## src/rtl/bhrt_pkg.sv

```systemverilog
package bhrt_pkg;

  // Sizes
  localparam int BUTTON_COUNT = 7;
  localparam int PIN_W        = 7;
  localparam int MASK_W       = 7;
  localparam int QUERY_W      = 3;
  localparam int COUNT_W      = 8;
  localparam int CFG_IDX_W    = 2;
  localparam int STEP_W       = $clog2(COUNT_W);

  // Counter codes
  localparam logic [COUNT_W-1:0] COUNT_IDLE = 8'h00;
  localparam logic [COUNT_W-1:0] COUNT_ONE  = 8'h01;
  localparam logic [COUNT_W-1:0] COUNT_MAX  = 8'hFE;
  localparam logic [COUNT_W-1:0] REL_MARK   = 8'hFF;

  // Register indexes
  localparam logic [CFG_IDX_W-1:0] REG_HOLD_TIME     = 2'd0;
  localparam logic [CFG_IDX_W-1:0] REG_REPEAT_PERIOD = 2'd1;

  // Register reset values
  localparam logic [COUNT_W-1:0] HOLD_TIME_RST     = 8'd20;
  localparam logic [COUNT_W-1:0] REPEAT_PERIOD_RST = 8'd1;

  // Sequencer to lanes
  typedef struct packed {
    logic start;
    logic step;
  } lane_ctrl_t;

  // Lane findings for the merge stage
  typedef struct packed {
    logic pressed;
    logic released;
    logic held;
    logic repeat_hit;
  } lane_flags_t;

endpackage

```

## src/rtl/bhrt_lane.sv

```systemverilog
module bhrt_lane (
  input  logic                              clk,
  input  logic                              rst,
  input  bhrt_pkg::lane_ctrl_t              ctrl,
  input  logic                              down,
  input  logic [bhrt_pkg::COUNT_W-1:0]      hold_time,
  input  logic [bhrt_pkg::COUNT_W-1:0]      repeat_period,
  output logic [bhrt_pkg::COUNT_W-1:0]      count,
  output bhrt_pkg::lane_flags_t             flags
);
  import bhrt_pkg::*;

  logic [COUNT_W-1:0] count_next;
  logic [COUNT_W-1:0] dividend;
  logic [COUNT_W-1:0] rem;
  logic [COUNT_W:0]   trial;
  logic               held_now;

  // Next frame count: rise while down, mark on first up frame, then idle
  always_comb begin
    if (down) begin
      if (count == REL_MARK)       count_next = COUNT_ONE;
      else if (count >= COUNT_MAX) count_next = COUNT_MAX;
      else                         count_next = count + COUNT_ONE;
    end else begin
      if (count == COUNT_IDLE || count == REL_MARK) count_next = COUNT_IDLE;
      else                                          count_next = REL_MARK;
    end
  end

  // Frame counter
  always_ff @(posedge clk) begin
    if (rst) begin
      count <= COUNT_IDLE;
    end else if (ctrl.start) begin
      count <= count_next;
    end
  end

  // Restoring remainder, one dividend bit per step
  assign trial = {rem, dividend[COUNT_W-1]};

  always_ff @(posedge clk) begin
    if (ctrl.start) begin
      dividend <= count_next;
      rem      <= '0;
    end else if (ctrl.step) begin
      dividend <= {dividend[COUNT_W-2:0], 1'b0};
      if (trial >= {1'b0, repeat_period}) begin
        rem <= COUNT_W'(trial - {1'b0, repeat_period});
      end else begin
        rem <= trial[COUNT_W-1:0];
      end
    end
  end

  // Flags from the updated count
  assign held_now         = (count != COUNT_IDLE) && (count != REL_MARK);
  assign flags.pressed    = (count == COUNT_ONE);
  assign flags.released   = (count == REL_MARK);
  assign flags.held       = held_now && (count == hold_time);
  assign flags.repeat_hit = held_now && ((repeat_period <= COUNT_ONE) || (rem == COUNT_ONE));

endmodule

```

## src/rtl/bhrt_merge.sv

```systemverilog
module bhrt_merge (
  input  logic                             clk,
  input  logic                             load,
  input  bhrt_pkg::lane_flags_t            flags [bhrt_pkg::BUTTON_COUNT],
  input  logic [bhrt_pkg::COUNT_W-1:0]     counts [bhrt_pkg::BUTTON_COUNT],
  input  logic [bhrt_pkg::QUERY_W-1:0]     query_button,
  output logic [bhrt_pkg::MASK_W-1:0]      pressed_mask,
  output logic [bhrt_pkg::MASK_W-1:0]      released_mask,
  output logic [bhrt_pkg::MASK_W-1:0]      held_mask,
  output logic [bhrt_pkg::MASK_W-1:0]      repeat_mask,
  output logic [bhrt_pkg::COUNT_W-1:0]     hold_frames
);
  import bhrt_pkg::*;

  logic [MASK_W-1:0]  pm, rm, hm, am;
  logic [COUNT_W-1:0] sel_count;
  logic [COUNT_W-1:0] frames;

  // Gather lane flags into masks
  always_comb begin
    pm = '0;
    rm = '0;
    hm = '0;
    am = '0;
    for (int i = 0; i < BUTTON_COUNT; i++) begin
      if (i < MASK_W) begin
        pm[i] = flags[i].pressed;
        rm[i] = flags[i].released;
        hm[i] = flags[i].held;
        am[i] = flags[i].repeat_hit;
      end
    end
  end

  // Queried button's hold time; released mark and bad index read as zero
  always_comb begin
    sel_count = COUNT_IDLE;
    if (int'(query_button) < BUTTON_COUNT) begin
      sel_count = counts[query_button];
    end
    frames = (sel_count == REL_MARK) ? COUNT_IDLE : sel_count;
  end

  // Result register
  always_ff @(posedge clk) begin
    if (load) begin
      pressed_mask  <= pm;
      released_mask <= rm;
      held_mask     <= hm;
      repeat_mask   <= am;
      hold_frames   <= frames;
    end
  end

endmodule

```

## src/rtl/button_hold_repeat_tracker.sv

```systemverilog
// Sequence: an item is accepted in ST_IDLE, then the 8-step remainder unit in each lane
// runs in ST_RUN (one dividend bit per cycle), then ST_DONE loads the result onto
// m_tvalid once the output register is free. No new item is taken before that load.
// A finished result waits in the output register while the next item is taken.
// Reset (rst, synchronous): all counters idle, hold_time 20, repeat_period 1.
module button_hold_repeat_tracker (
  input  logic        clk,
  input  logic        rst,
  // slave: [6:0] pin_levels, [9:7] query_button, [15:10] zero
  input  logic        s_tvalid,
  output logic        s_tready,
  input  logic [15:0] s_tdata,
  // master: [6:0] pressed_mask, [13:7] released_mask, [20:14] held_mask,
  //         [27:21] repeat_mask, [35:28] hold_frames, [39:36] zero
  output logic        m_tvalid,
  input  logic        m_tready,
  output logic [39:0] m_tdata,
  // configuration write
  input  logic        cfg_valid,
  output logic        cfg_ready,
  input  logic [1:0]  cfg_index,
  input  logic [7:0]  cfg_data
);
  import bhrt_pkg::*;

  typedef enum logic [1:0] {ST_IDLE, ST_RUN, ST_DONE} state_t;

  state_t             state;
  logic [STEP_W-1:0]  step_cnt;
  logic [COUNT_W-1:0] hold_time;
  logic [COUNT_W-1:0] repeat_period;
  logic [PIN_W-1:0]   pins;
  logic [QUERY_W-1:0] query;
  logic               accept;
  logic               load;
  lane_ctrl_t         ctrl;
  lane_flags_t        flags  [BUTTON_COUNT];
  logic [COUNT_W-1:0] counts [BUTTON_COUNT];
  logic [MASK_W-1:0]  pressed_mask, released_mask, held_mask, repeat_mask;
  logic [COUNT_W-1:0] hold_frames;

  assign s_tready  = (state == ST_IDLE);
  assign accept    = s_tvalid && s_tready;
  assign load      = (state == ST_DONE) && (!m_tvalid || m_tready);
  assign cfg_ready = 1'b1;
  assign pins      = s_tdata[PIN_W-1:0];

  assign ctrl.start = accept;
  assign ctrl.step  = (state == ST_RUN);

  // Configuration registers
  always_ff @(posedge clk) begin
    if (rst) begin
      hold_time     <= HOLD_TIME_RST;
      repeat_period <= REPEAT_PERIOD_RST;
    end else if (cfg_valid) begin
      unique case (cfg_index)
        REG_HOLD_TIME:     hold_time     <= cfg_data;
        REG_REPEAT_PERIOD: repeat_period <= cfg_data;
        default: ;
      endcase
    end
  end

  // Sequencer and output valid
  always_ff @(posedge clk) begin
    if (rst) begin
      state    <= ST_IDLE;
      step_cnt <= '0;
      m_tvalid <= 1'b0;
    end else begin
      // a new result replaces one leaving in the same cycle
      if (load) begin
        m_tvalid <= 1'b1;
      end else if (m_tready) begin
        m_tvalid <= 1'b0;
      end
      unique case (state)
        ST_IDLE: begin
          if (accept) begin
            state    <= ST_RUN;
            step_cnt <= '0;
          end
        end
        ST_RUN: begin
          step_cnt <= step_cnt + 1'b1;
          if (step_cnt == STEP_W'(COUNT_W - 1)) state <= ST_DONE;
        end
        ST_DONE: begin
          if (load) state <= ST_IDLE;
        end
        default: state <= ST_IDLE;
      endcase
    end
  end

  // Query held for the merge stage
  always_ff @(posedge clk) begin
    if (accept) query <= s_tdata[PIN_W +: QUERY_W];
  end

  // One lane per button
  for (genvar i = 0; i < BUTTON_COUNT; i++) begin : g_lane
    logic down;
    if (i < PIN_W) begin : g_pin
      assign down = ~pins[i];
    end else begin : g_nopin
      assign down = 1'b0;
    end

    bhrt_lane u_lane (
      .clk           (clk),
      .rst           (rst),
      .ctrl          (ctrl),
      .down          (down),
      .hold_time     (hold_time),
      .repeat_period (repeat_period),
      .count         (counts[i]),
      .flags         (flags[i])
    );
  end

  bhrt_merge u_merge (
    .clk           (clk),
    .load          (load),
    .flags         (flags),
    .counts        (counts),
    .query_button  (query),
    .pressed_mask  (pressed_mask),
    .released_mask (released_mask),
    .held_mask     (held_mask),
    .repeat_mask   (repeat_mask),
    .hold_frames   (hold_frames)
  );

  assign m_tdata = {4'b0, hold_frames, repeat_mask, held_mask, released_mask, pressed_mask};

  // Checks
  a_one_item: assert property (@(posedge clk) disable iff (rst)
    accept |=> !s_tready)
    else $error("item taken while lanes busy");

  a_latency: assert property (@(posedge clk) disable iff (rst)
    accept |-> ##9 (state == ST_DONE))
    else $error("remainder sequence length wrong");

  a_no_mark_out: assert property (@(posedge clk) disable iff (rst)
    m_tvalid |-> (hold_frames != REL_MARK))
    else $error("released mark reported as hold time");

  a_press_rel_disjoint: assert property (@(posedge clk) disable iff (rst)
    m_tvalid |-> ((pressed_mask & released_mask) == '0))
    else $error("button both pressed and released");

endmodule
```

## config.mk

```make
export PLATFORM = sky130hd
export DESIGN_NAME = button_hold_repeat_tracker
export DESIGN_NICKNAME = d
export VERILOG_FILES = /design/src/rtl/bhrt_pkg.sv /design/src/rtl/bhrt_lane.sv /design/src/rtl/bhrt_merge.sv /design/src/rtl/button_hold_repeat_tracker.sv
export SDC_FILE = /design/constraint.sdc
export NUM_CORES = 1
export LEC_CHECK = 0
export BUFFER_PORTS_ARGS = -buffer_cell sky130_fd_sc_hd__buf_2
export CAP_MARGIN = 40
export CORE_MARGIN = 4
export CORE_UTILIZATION = 55
export DETAILED_ROUTE_END_ITERATION = 10
export PLACE_DENSITY = 0.7
export SLEW_MARGIN = 30
export SYNTH_ARGS = -nofsm -noshare
export SYNTH_HDL_FRONTEND = slang
export SYNTH_SLANG_ARGS = --single-unit
```

## constraint.sdc

```tcl
create_clock -name clk -period 5.7 [get_ports clk]
set_input_delay 1.14 -clock clk [delete_from_list [all_inputs] [get_ports clk]]
set_output_delay 1.14 -clock clk [all_outputs]
set_load 0.03 [all_outputs]
```

## Yosys cells after proc, flatten, opt, wreduce, memory -nomap -nowiden

Index checks and enable logic that the tools add are counted.

- Logic and storage cells: 231
- Flip-flop bits (word level): 229
- Bits of input ports: 31

- Muxes and demuxes: 61
- $add $sub $neg: 15
- Reductions and logical operators: 62
- Equal/unequal tests: 43
- Magnitude comparators: 17
- Bitwise operators: 1

Operators by type and width:

| kind | number |
|---|---|
| 2-to-1 mux 8 bit | 52 |
| == test 8 x 1 -> 1 bit (second input constant) | 14 |
| == test 8 bit (second input constant) | 8 |
| greater-or-equal comparator 9 x 8 -> 1 bit | 7 |
| adder 8 x 1 -> 8 bit (second input constant) | 7 |
| == test 8 bit | 7 |
| greater-or-equal comparator 8 bit (second input constant) | 7 |
| zero test 8 bit | 7 |
| != test 8 bit (second input constant) | 7 |
| nonzero test 8 bit | 7 |
| subtractor 8 bit | 7 |
| binary-select mux 8 bit (select 3 bit) | 1 |
| logical AND 1 bit | 23 |
| logical OR 1 bit | 15 |
| less-or-equal comparator 8 x 1 -> 1 bit (second input constant) | 1 |
| 2-to-1 mux 2 bit | 3 |
| one-hot mux 2 bit (3 select lines) | 1 |
| one-hot mux 3 bit (2 select lines) | 1 |
| AND reduction 2 bit | 3 |
| nonzero test 2 bit | 3 |
| == test 2 x 1 -> 1 bit (second input constant) | 2 |
| greater-or-equal comparator 4 bit (second input constant) | 1 |
| zero test 2 bit | 2 |
| != test 2 x 1 -> 1 bit (second input constant) | 2 |
| 10 further kinds | 11 |

## Longest topological paths before layout

Gate-level depths: netlist (run 1).

- Word-level depth: 6
- Depth in mapped cells: 9

## Modules after synthesis

From an unflattened synthesis (run 1), not the netlist that was laid out.

- Cells, all modules: 1782
- Area, all modules: 15760.1 µm²

Modules (own cells, without submodules):

| module | sequential area each (µm²) | area an instance (µm²) | times used | cells an instance |
|---|---|---|---|---|
| bhrt_lane at g_lane[1].u_lane ... | 560.5 | 1824.2 | 4 | 223 |
| bhrt_lane at g_lane[4].u_lane | 560.5 | 1845.5 | 1 | 223 |
| bhrt_lane at g_lane[0].u_lane | 560.5 | 1843.0 | 1 | 217 |
| bhrt_lane at g_lane[6].u_lane | 560.5 | 1828.0 | 1 | 228 |
| bhrt_merge | 1081.0 | 1793.0 | 1 | 106 |
| button_hold_repeat_tracker | 530.5 | 1153.6 | 1 | 116 |

## Worst setup path before layout (run 1)

No wires, ideal clock.

- Kind: input to register
- Start point: in m_tready
- End point: reg u_merge.held_mask[0] (netlist name), enable pin
- Path buffers: 0
- Path slack: 2.359 ns
- Arrival time: 2.908 ns
- Stages: 2
- Path through: nand2b_1 nor2b_1

- Longest elaborated chain between the ends: 2

RTL lines:

| item | RTL line | source |
|---|---|---|
| from (decl) | button_hold_repeat_tracker.sv:16 | `input logic m_tready,` |
| logical OR 1 bit | button_hold_repeat_tracker.sv:44 | `assign load = (state == ST_DONE) && (!m_tvalid \|\| m_tready);` |
| logical AND 1 bit | button_hold_repeat_tracker.sv:44 |  |
| named net load | button_hold_repeat_tracker.sv:35 | `logic load;` |
| to (signal assigned) | bhrt_merge.sv:49 | `held_mask <= hm;` |
| to (decl) | bhrt_merge.sv:9 | `output logic [bhrt_pkg::MASK_W-1:0] held_mask,` |

The timed path passes the listed nets, and every way through them passes these cells.
A chain may end at the register's enable or synchronous reset.

## Worst setup path in the final report (run 1)

- Start point: reg repeat_period[1]
- End point: reg g_lane[5].u_lane.rem[7]

- Longest elaborated chain between the ends: 2
- Elaborated cells on any way between the ends: 3

RTL lines:

| item | RTL line | source |
|---|---|---|
| from (decl) | button_hold_repeat_tracker.sv:31 | `logic [COUNT_W-1:0] repeat_period;` |
| from (signal assigned) | button_hold_repeat_tracker.sv:59 | `REG_REPEAT_PERIOD: repeat_period <= cfg_data;` |
| subtractor 8 bit or greater-or-equal comparator 9 x 8 -> 1 bit (tied branches) | bhrt_lane.sv:50, bhrt_lane.sv:49 |  |
| 2-to-1 mux 8 bit * | bhrt_lane.sv:49 | `if (trial >= {1'b0, repeat_period}) begin` |
| to (signal assigned) | bhrt_lane.sv:50 | `rem <= COUNT_W'(trial - {1'b0, repeat_period});` |
| to (signal assigned) | bhrt_lane.sv:52 | `rem <= trial[COUNT_W-1:0];` |
| to (decl) | bhrt_lane.sv:15 | `logic [COUNT_W-1:0] rem;` |

Every way passes the cells marked *; elsewhere a longest branch is shown, timed or not.

==> reports/results.ini, run 1 <==
[finish]
antenna_cells = 0
nets = 1674
utilization_pct = 60.9
drive_above_1_share_pct = 8.47
stdcell_area_sq_mm = 0.0153
area_growth_pct = 9.27

[timing]
skew_ns = 0.0235
finalCritPeriodShare_pct = 57.2
slew_headroom_pct = 42.7
fmax_ghz = 0.307
whs_ns = 0.478
tightest_slew_ns = 0.851
min_period_ns = 3.26
setup_violations = 0
hold_viol_final = 0
fin_tns_setup_ns = 0
rsz0062_at_grt = false
drv_slew = 0

[global_routing]
grt-ovfl-total = 0
antenna_found_initial = 0
grt_usage_pct = 24.3
grt_max_degree = 132
grt_pass1_wl_um = 56700
grt_pass1_vias = 11000

[clocking]
cts_tree = built
cts-root-buf = clkbuf_16
cts.clk_slew.worst_paths_ns = 0.06
clockBufferDepth = 3
cts_sinks = 229
postCtsResizedCells = 0
cts_max_level = 1
clk_latency_ns = 0.54
cts_made_buffers = 26
cts_hold_buffers = 0
postCtsSetupRepairBufs = 0

[place]
gp_congestion = 0.888
placed_area_sq_mm = 0.0144
place_hpwl_um = 23600
io_buffers = 62

[synthesis]
netlist_area_sq_mm = 0.0140
yosysSeqAreaShare_pct = 39.5
synth-async-reset-ratio_pct = 0
avgSynthCellArea_sq_um = 9.00
synth-warning-count = 0
synth_edf_count = 95
synth-simple-area-share_pct = 18.4
synthXorXnorAreaFrac_pct = 7.51
ys_types = 72
synth_compound_area_share_pct = 15.7
synth_fa_ha_area_share_pct = 8.69
yosys.area.top_type = edfxtp_1
synth_top_cell_area_share_pct = 20.4
syn_inst = 1555
synthFlopType = dfxtp_1
synth_top_family_by_area = simple AND/OR/NAND/NOR gates
synth.area.mux_share_pct = 5.26
yosys_register_bits = 229
synth.area.top_cells = edfxtp_1 (20%), dfxtp_1 (19%), ha_1 (7.7%)

[worst_setup_path]
rrSetupSlack_ns = 2.44
path_class = reg -> reg
timing.reg2reg.worst_path_depth = 8
cp_data_required_time_ns = 6.10
start_kind = flip-flop
end_kind = flip-flop
regToRegEndpoint = g_lane[5].u_lane.rem[7]$_SDFFE_PP0P_
rr_startpoint = repeat_period[1]$_SDFFE_PP0P_
critPathArrivalTime_ns = 3.66
startpoint = repeat_period[1]$_SDFFE_PP0P_
path_max_fanout = 9
critPathCapture = g_lane[5].u_lane.rem[7]$_SDFFE_PP0P_

[floorplan]
die_area_sq_mm = 0.0281
die_y_um = 168
coreArea_sq_mm = 0.0251
rows = 58
die_width_um = 168
initial_core_util_pct = 55.7
ios = 74

[drt]
drc = 0
wl_um = 34700
ant_nets = 0
drtIter0Drc = 635
wire_per_inst_um = 18.3
via_per_inst = 5.97
drt_pass1_iterations = 5
vias = 11400

[run_status]
status = finished clean

[power]
report.power.total_mw = 6.98
peakVddDrop_v = 0.000324
power_density_mw_per_mm2 = 456
p_leak_nw = 6.20

[min_path]
hp-class = reg -> reg

[job]
maxCapViolCount = 0

[cell families after synthesis]
group	after synthesis
mux	69
flops	229
buf+inv	163
fa+ha+maj	93
xor+xnor	120
other cells	2
compound gates	324
simple gates	555
[layer usage]
layer  vias to the layer above  track usage, %  wire length (um)
met5                         -               0                 0
met4                         0            7.80               986
met3                        70            2.88              1760
li1                       5585               -                 -
met2                       270            40.4             16300
met1                      5427            33.3             15600
[sequential cells by signal (all words and copies together), names as in the netlist, 8 cells and up]
name and count:
u_merge.hold_frames 8, g_lane.u_lane.rem 56, g_lane.u_lane.count 56, hold_time 8
g_lane.u_lane.dividend 56, repeat_period 8
[area by class of cell]
cell class	count	area [sq um]
well taps	330	413
repair buffers	73	425
multi-input cells	1166	7820
fillers	2195	9810
clock buffers	33	718
flip-flops and latches	229	5540
clock inverters	15	178
inverters	54	205
[cells in the mapped netlist (5+ instances only)]
library cell  number
nor2_1           194
dfxtp_1          134
nand2_1          121
edfxtp_1          95
xnor2_1           87
ha_1              86
o21ai_0           86
clkbuf_1          84
a21oi_1           67
mux2i_1           66
nor3_1            58
nand3_1           56
inv_1             54
xor2_1            33
nand4_1           23
nor2b_1           20
nor4_1            20
nand2b_1          15
a21o_1            14
a31oi_1           14
a32oi_1           14
and3_1            13
o21a_1            13
and4_1             9
buf_1              9
or3_1              9
a311oi_1           8
o31ai_1            8
a211oi_1           7
fa_1               7
o2111ai_1          7
o21bai_1           7
and2_1             6
o311ai_0           6
a211o_1            5
a22oi_1            5
a2bb2oi_1          5
a41oi_1            5
buf_2              5
buf_4              5
o211ai_1           5
[report_power, final]
group	total [mW]	internal, mW	switching, mW
combinational	2.90	1.30	1.60
clock	1.74	1.07	0.676
sequential	2.33	2.02	0.313
[metrics by stage]
stage                     cells  setup WS, ns
after global placement     1850          2.20
after global routing       1900          2.12
after floorplan            1558          2.36
after CTS                  1900          2.42
after detailed placement   1852          2.42
final                      1900          2.44
[cell usage in the layout, fill, tap and decap left out, drive strengths merged, types with 15 or more instances in the layout]
cell and count:
buf 73, nand4 23, nor4 20, ha 86
nand3 56, clkbuf 33, nor2b 20, a21oi 67
nor3 58, inv 54, dfxtp 134, a31oi 15
mux2i 66, edfxtp 95, xor2 33, o21ai 88
nor2 194, xnor2 87, nand2 121, nand2b 15
[worst max-delay path, stage by stage (launching register included)]
cell     delay, ns
dfxtp_1       0.77
inv_1         0.42
ha_1          0.41
nor2b_1       0.17
o21ai_0       0.16
a31o_2        0.26
a21oi_1       0.54
mux2i_1       0.28
o21ai_0       0.10
[worst min-delay path by stage]
stage,from,end,slack [ns],cells past startpoint
2_1_floorplan,step_cnt[1]$_SDFFE_PP0P_,step_cnt[1]$_SDFFE_PP0P_,0.45,2
5_1_grt,step_cnt[1]$_SDFFE_PP0P_,step_cnt[1]$_SDFFE_PP0P_,0.49,2
3_5_place_dp,step_cnt[2]$_SDFFE_PP0P_,step_cnt[2]$_SDFFE_PP0P_,0.47,2
3_3_place_gp,step_cnt[1]$_SDFFE_PP0P_,step_cnt[1]$_SDFFE_PP0P_,0.46,2
6_report,step_cnt[1]$_SDFFE_PP0P_,step_cnt[1]$_SDFFE_PP0P_,0.48,2
4_1_cts,step_cnt[2]$_SDFFE_PP0P_,step_cnt[2]$_SDFFE_PP0P_,0.48,2
No activity file was read; power rests on OpenSTA's default activity.
==> run 2, diff against run 1 <==
- clock period: 5.7 -> 3.22 ns (I/O delays scaled with it)
==> run 2 against run 1 <==
Net effect:
- register-to-register slack got worse by 2.1 ns
- count of clock-buffer cells in the layout decreased by 2
- clock skew decreased by 0.0061 ns
- first-iteration DRC count increased by 16%
- largest power group unchanged
- highest routed layer unchanged
==> reports/results.ini, run 2 (synthesized netlist as in run 1, its figures left out) <==
[run_status]
status = finished clean

[floorplan]
coreArea_sq_mm = 0.0251  ; unchanged
die_area_sq_mm = 0.0281  ; unchanged
initial_core_util_pct = 55.7  ; unchanged
rows = 58  ; unchanged
die_y_um = 168  ; unchanged
die_width_um = 168  ; unchanged
ios = 74  ; unchanged

[clocking]
clk_latency_ns = 0.54  ; about the same
cts_sinks = 229  ; unchanged
cts_made_buffers = 26  ; unchanged
cts_max_level = 1  ; unchanged
cts_tree = built
cts_hold_buffers = 0  ; unchanged
postCtsResizedCells = 0  ; unchanged
cts.clk_slew.worst_paths_ns = 0.07  ; about the same
postCtsSetupRepairBufs = 0  ; unchanged
cts-root-buf = clkbuf_16
clockBufferDepth = 3  ; unchanged

[finish]
nets = 1691  ; +1.0%
most-common-layout-cells = nor2_1 (193), dfxtp_1 (134), nand2_1 (121), edfxtp_1 (95), xnor2_1 (87)
utilization_pct = 61.7  ; +0.78 points
antenna_cells = 0  ; unchanged
final_common_cell = nor2_1
top_regs = g_lane.u_lane.count x56, g_lane.u_lane.dividend x56, g_lane.u_lane.rem x56
drive_above_1_share_pct = 9.83  ; +1.4 points
area_growth_pct = 10.7
fin_cells = 1917  ; +0.89%
n_fill_cell = 2157  ; -1.7%

[timing]
skew_ns = 0.0175  ; -0.00606 ns
setup_violations = 0  ; unchanged
rsz0062_at_grt = false
fin_tns_setup_ns = 0  ; unchanged
slew_headroom_pct = 48.2  ; +5.5 points
setup_slack_ns = 0.372  ; -2.07 ns
whs_ns = 0.305  ; -0.173 ns
finalCritPeriodShare_pct = 88.5  ; +31 points
tightest_slew_ns = 0.777  ; -0.0740 ns
hold_viol_final = 0  ; unchanged
min_period_ns = 2.85  ; -0.412 ns
fmax_ghz = 0.351  ; +14%
drv_slew = 0  ; unchanged

[global_routing]
grt_usage_pct = 24.7  ; +0.37 points
grt-ovfl-total = 0  ; unchanged
antenna_found_initial = 0  ; unchanged
grt_max_degree = 57  ; -57%
grt_pass1_vias = 11100  ; +0.34%
grt_pass1_wl_um = 57200  ; +0.97%

[worst_setup_path]
cp_data_required_time_ns = 3.49  ; -2.61 ns
path_cells = buf_4, mux2i_1, a22oi_1, nand2_1, or4_4, a2111oi_4, nor2_1
regToRegEndpoint = u_merge.hold_frames[1]$_SDFFCE_PN0P_
slowest_delay_ns = 0.75  ; -0.02 ns
worst_path_max_delay_cell = edfxtp_1
critical_path.top_delay_family = simple AND/OR/NAND/NOR gates
rrSetupSlack_ns = 0.37  ; -2.07 ns
rr_startpoint = query[0]$_DFFE_PP_
start_kind = flip-flop
critPathArrivalTime_ns = 3.12  ; -0.54 ns
end_kind = flip-flop
path_max_fanout = 13  ; +4
path_class = reg -> reg
timing.reg2reg.worst_path_depth = 7  ; -1
critical_path.n_buffers_inverters = 1  ; unchanged

[min_path]
hold_depth = 1  ; -1
hp-class = in -> reg
hold_start = s_tdata[9]
min_to = query[2]$_DFFE_PP_

[drt]
ant_nets = 0  ; unchanged
wire_per_inst_um = 18.5  ; +1.4%
drc = 0  ; unchanged
drt_pass1_iterations = 7  ; +2
drtIter0Drc = 736  ; +16%
wl_um = 35500  ; +2.3%
via_per_inst = 5.99  ; +0.33%
vias = 11500  ; +1.2%

[place]
post-place-ws_ns = 0.436  ; -1.98 ns
gp_congestion = 0.915  ; +3.0%
io_buffers = 62  ; unchanged
place_hpwl_um = 24500  ; +3.8%
dpl.cell_count = 1869  ; +0.92%

[power]
p_leak_nw = 6.32  ; +1.9%
power_density_mw_per_mm2 = 817  ; +79%
peakVddDrop_v = 0.000662  ; +100%

[job]
maxCapViolCount = 0  ; unchanged

run 2: layer usage:
layer,track usage (%),routed length [um],share of wire (%),up-vias
li1,-,-,-,5633
met1,32.5,15500,44,5450
met2,42.1,16800,47,323
met3,3.19,1900,5.3,85
met4,8.57,1300,3.7,0
met5,0,0,0,-
run 2: per-stage QoR:
step	instance area (sq um)	power, mW
2_1_floorplan	14000	8.21
3_3_place_gp	14500	9.16
3_5_place_dp	14500	9.31
4_1_cts	15500	12.7
5_1_grt	15500	13.6
6_report	15500	12.7
run 2: worst max-delay path by stage:
stage / from / end / slack (ns) / cells after the start
after floorplan: state[0]$_SDFFE_PP0P_ / g_lane[0].u_lane.dividend[0]$_SDFFCE_PN0P_ / 0.16 / 7
final: query[0]$_DFFE_PP_ / u_merge.hold_frames[1]$_SDFFCE_PN0P_ / 0.37 / 7
after CTS: query[0]$_DFFE_PP_ / u_merge.hold_frames[1]$_SDFFCE_PN0P_ / 0.42 / 7
after global routing: query[0]$_DFFE_PP_ / u_merge.hold_frames[1]$_SDFFCE_PN0P_ / 0.18 / 7
after detailed placement: query[0]$_DFFE_PP_ / u_merge.hold_frames[1]$_SDFFCE_PN0P_ / 0.44 / 7
after global placement: query[0]$_DFFE_PP_ / u_merge.hold_frames[1]$_SDFFCE_PN0P_ / 0.52 / 7
run 2: power breakdown:
part,internal [mW],switching [mW]
clock network,2.09,1.25
registers,3.57,0.540
logic,2.35,2.86
run 2: layout make-up:
class	count	area, sq um	share of cell area (%)
well taps	330	413	2.67
repair buffers	90	546	3.52
inverters	54	205	1.32
multi-input cells	1166	7820	50.5
clock buffers	31	722	4.66
flip-flops and latches	229	5540	35.7
clock inverters	17	253	1.63
==> run 3, diff against run 2 <==
- SYNTH_HIERARCHICAL: default -> 1
==> run 3 against run 2 <==
Net effect:
- sequential power down 2%
- sequential share of layout area down 3.5 points
- combinational power down 2%
- setup slack better by 0.065 ns
- critical path depth unchanged
- power down 2.9%
- synthesized cell count up 15%
- largest cell class unchanged
- largest power group unchanged
==> reports/results.ini, run 3 <==
[timing]
drv_slew = 0  ; unchanged
rsz0062_at_grt = false
fin_tns_setup_ns = 0  ; unchanged
fmax_ghz = 0.359  ; +2.3%
min_period_ns = 2.78  ; -0.0652 ns
finalCritPeriodShare_pct = 86.4  ; -2.0 points
setup_violations = 0  ; unchanged
skew_ns = 0.0148  ; -0.00269 ns
hold_viol_final = 0  ; unchanged
slew_headroom_pct = 42.6  ; -5.6 points
tightest_slew_ns = 0.860  ; +0.0835 ns

[synthesis]
syn_inst = 1782  ; +15%
synth_top_family_by_area = simple AND/OR/NAND/NOR gates
yosysSeqAreaShare_pct = 35.1  ; -4.4 points
yosys_register_bits = 229  ; unchanged
synth_edf_count = 95  ; unchanged
ys_types = 95  ; +32%
avgSynthCellArea_sq_um = 8.84  ; -1.7%
synth.area.top_cells = edfxtp_1 (18%), dfxtp_1 (17%), ha_1 (6.8%)
synth-warning-count = 6  ; +6
synth_top_cell_area_share_pct = 18.1  ; -2.3 points
synth-async-reset-ratio_pct = 0  ; unchanged
synthXorXnorAreaFrac_pct = 5.22  ; -2.3 points
synth-simple-area-share_pct = 22.4  ; +4.0 points
yosys.area.top_type = edfxtp_1
yosysMostFrequentCell = nor2_1
synth_compound_area_share_pct = 18.7  ; +3.0 points
synth_fa_ha_area_share_pct = 7.72  ; -0.97 points
synth.area.mux_share_pct = 3.96  ; -1.3 points
netlist_area_sq_mm = 0.0158  ; +13%
synthFlopType = dfxtp_1
ys_top_cells_by_count = nor2_1 (234), dfxtp_1 (134), inv_1 (118), edfxtp_1 (95), ha_1 (86)

[clocking]
cts.clk_slew.worst_paths_ns = 0.06  ; about the same
cts_tree = built
cts_made_buffers = 27  ; +3.8%
clk_latency_ns = 0.55  ; about the same
cts_hold_buffers = 0  ; unchanged
postCtsResizedCells = 0  ; unchanged
postCtsSetupRepairBufs = 0  ; unchanged
clockBufferDepth = 3  ; unchanged
cts_max_level = 1  ; unchanged
cts-root-buf = clkbuf_16
cts_sinks = 229  ; unchanged

[finish]
utilization_pct = 61.3  ; -0.35 points
antenna_cells = 0  ; unchanged
drive_above_1_share_pct = 12.5  ; +2.6 points
most-common-layout-cells = nor2_1 (234), dfxtp_1 (134), inv_1 (118), edfxtp_1 (95), ha_1 (86)
fin_cells = 2199  ; +15%
nets = 1924  ; +14%
final_common_cell = nor2_1
area_growth_pct = 9.03
top_regs = g_lane.u_lane/count x56, g_lane.u_lane/dividend x56, g_lane.u_lane/rem x56
n_fill_cell = 2501  ; +16%

[power]
swShare_pct = 38.7  ; +2.0 points
p_leak_nw = 6.59  ; +4.3%
power_density_mw_per_mm2 = 715  ; -12%
intPower_mw = 7.53  ; -6.0%
switchingPower_mw = 4.76  ; +2.4%
pwr-share-comb_pct = 41.6  ; +0.5 points
seq_power_share_pct = 32.7  ; +0.2 points
peakVddDrop_v = 0.000330  ; -50%
clkPwrFrac_pct = 25.7  ; -0.7 points

[global_routing]
grt_use_met1_pct = 35.0  ; +2.5 points
grt-ovfl-total = 0  ; unchanged
gr-usage-met2_pct = 41.8  ; -0.25 points
grt_max_degree = 52  ; -8.8%
use_met3_pct = 3.16  ; -0.025 points
grt_pass1_vias = 12600  ; +14%
grt_usage_pct = 25.5  ; +0.80 points
top_usage_layer = met2
antenna_found_initial = 0  ; unchanged
grt_pass1_wl_um = 65900  ; +15%

[drt]
wl_um = 41200  ; +16%
drc = 0  ; unchanged
drt_pass1_iterations = 5  ; -2
vias = 13500  ; +18%
ant_nets = 0  ; unchanged
drtIter0Drc = 1097  ; +49%
wire_per_inst_um = 18.7  ; +1.2%
via_per_inst = 6.16  ; +2.7%

[min_path]
hp-class = in -> reg
hold_depth = 1  ; unchanged
min_to = query[2]$_DFFE_PP_
hold_start = s_tdata[9]

[run_status]
status = finished clean

[floorplan]
die_width_um = 177  ; +5.8%
initial_core_util_pct = 56.3  ; +0.52 points
die_area_sq_mm = 0.0314  ; +12%
coreArea_sq_mm = 0.0280  ; +12%
rows = 61  ; +5.2%
die_y_um = 177  ; +5.8%
ios = 74  ; unchanged

[worst_setup_path]
path_cells = inv_1, ha_1, nor2b_1, o21ai_2, a31o_1, a211o_1, a311oi_1
critPathArrivalTime_ns = 3.23  ; +0.11 ns
path_max_fanout = 12  ; -1
regToRegEndpoint = g_lane[1].u_lane/rem[4]$_SDFFE_PP0P_
cp_data_required_time_ns = 3.67  ; +0.18 ns
timing.reg2reg.worst_path_depth = 7  ; unchanged
path_class = reg -> reg
rrSetupSlack_ns = 0.44  ; +0.07 ns
start_kind = flip-flop
worst_path_max_delay_cell = dfxtp_1
slowest_delay_ns = 0.88  ; +0.13 ns
rr_startpoint = repeat_period[1]$_SDFFE_PP0P_
end_kind = flip-flop

[job]
maxCapViolCount = 0  ; unchanged

[place]
io_buffers = 62  ; unchanged
gp_congestion = 0.924  ; +1.0%
place_hpwl_um = 29000  ; +18%
dpl.cell_count = 2144  ; +15%

==> run 3: critical path: cells and delay by family (launching register included) <==
kind                       cells  cell delay [ns]
AOI/OAI and AO/OA              4             1.08
adders and majority gates      1             0.35
buffers and inverters          1             0.15
DFF                            1             0.88
and+or+nand+nor                1             0.21
==> run 3: layout make-up <==
| class | count | area [sq um] | share of cell area, % |
|---|---|---|---|
| clock buffer | 31 | 701 | 4.08 |
| sequential | 229 | 5540 | 32.2 |
| clock inverter | 19 | 208 | 1.21 |
| timing repair buffer | 95 | 623 | 3.63 |
| tap | 378 | 473 | 2.75 |
| multi-input combinational | 1325 | 9190 | 53.5 |
| inverter | 122 | 458 | 2.67 |
==> run 3: worst max path at each step <==
stage | start | endpoint | slack [ns]
after floorplan | m_tready | u_merge/held_mask[0]$_DFFE_PP_ | 0.39
after global placement | repeat_period[1]$_SDFFE_PP0P_ | g_lane[6].u_lane/rem[2]$_SDFFE_PP0P_ | 0.57
after detailed placement | repeat_period[6]$_SDFFE_PP0P_ | g_lane[2].u_lane/rem[5]$_SDFFE_PP0P_ | 0.47
after CTS | repeat_period[6]$_SDFFE_PP0P_ | g_lane[2].u_lane/rem[5]$_SDFFE_PP0P_ | 0.47
after global routing | repeat_period[1]$_SDFFE_PP0P_ | g_lane[1].u_lane/rem[4]$_SDFFE_PP0P_ | 0.22
final | repeat_period[1]$_SDFFE_PP0P_ | g_lane[1].u_lane/rem[4]$_SDFFE_PP0P_ | 0.44
==> run 3: metal layers <==
layer	part of all wire (%)	up-vias
li1	-	6552
met3	5.5	73
met2	46	432
met4	3.4	0
met1	45	6478
met5	0	-
==> run 3: metrics by stage <==
stage | power (mW) | setup slack (ns) | hold slack, ns | cell area (sq um)
final | 12.3 | 0.437 | 0.273 | 17200
after global routing | 13.1 | 0.224 | 0.262 | 17200
after CTS | 12.2 | 0.469 | 0.258 | 17100
after detailed placement | 9.05 | 0.475 | 0.479 | 16200
after global placement | 8.90 | 0.566 | 0.465 | 16200
after floorplan | 8.02 | 0.395 | 0.449 | 15800
==> run 3: logic make-up after synthesis <==
group | after synthesis
flops | 229
compound gates | 407
mux | 51
fa+ha+maj | 93
other cells | 2
buf+inv | 231
simple gates | 675
xor+xnor | 94
==> run 3: power groups by stage <==
stage	clock (mW)	combinational [mW]	sequential, mW
global placement	0	4.84	4.06
finish	3.16	5.11	4.02
CTS	3.21	5.02	4.02
detailed placement	0	4.98	4.08
floorplan	0	4.20	3.82
global route	3.34	5.68	4.07
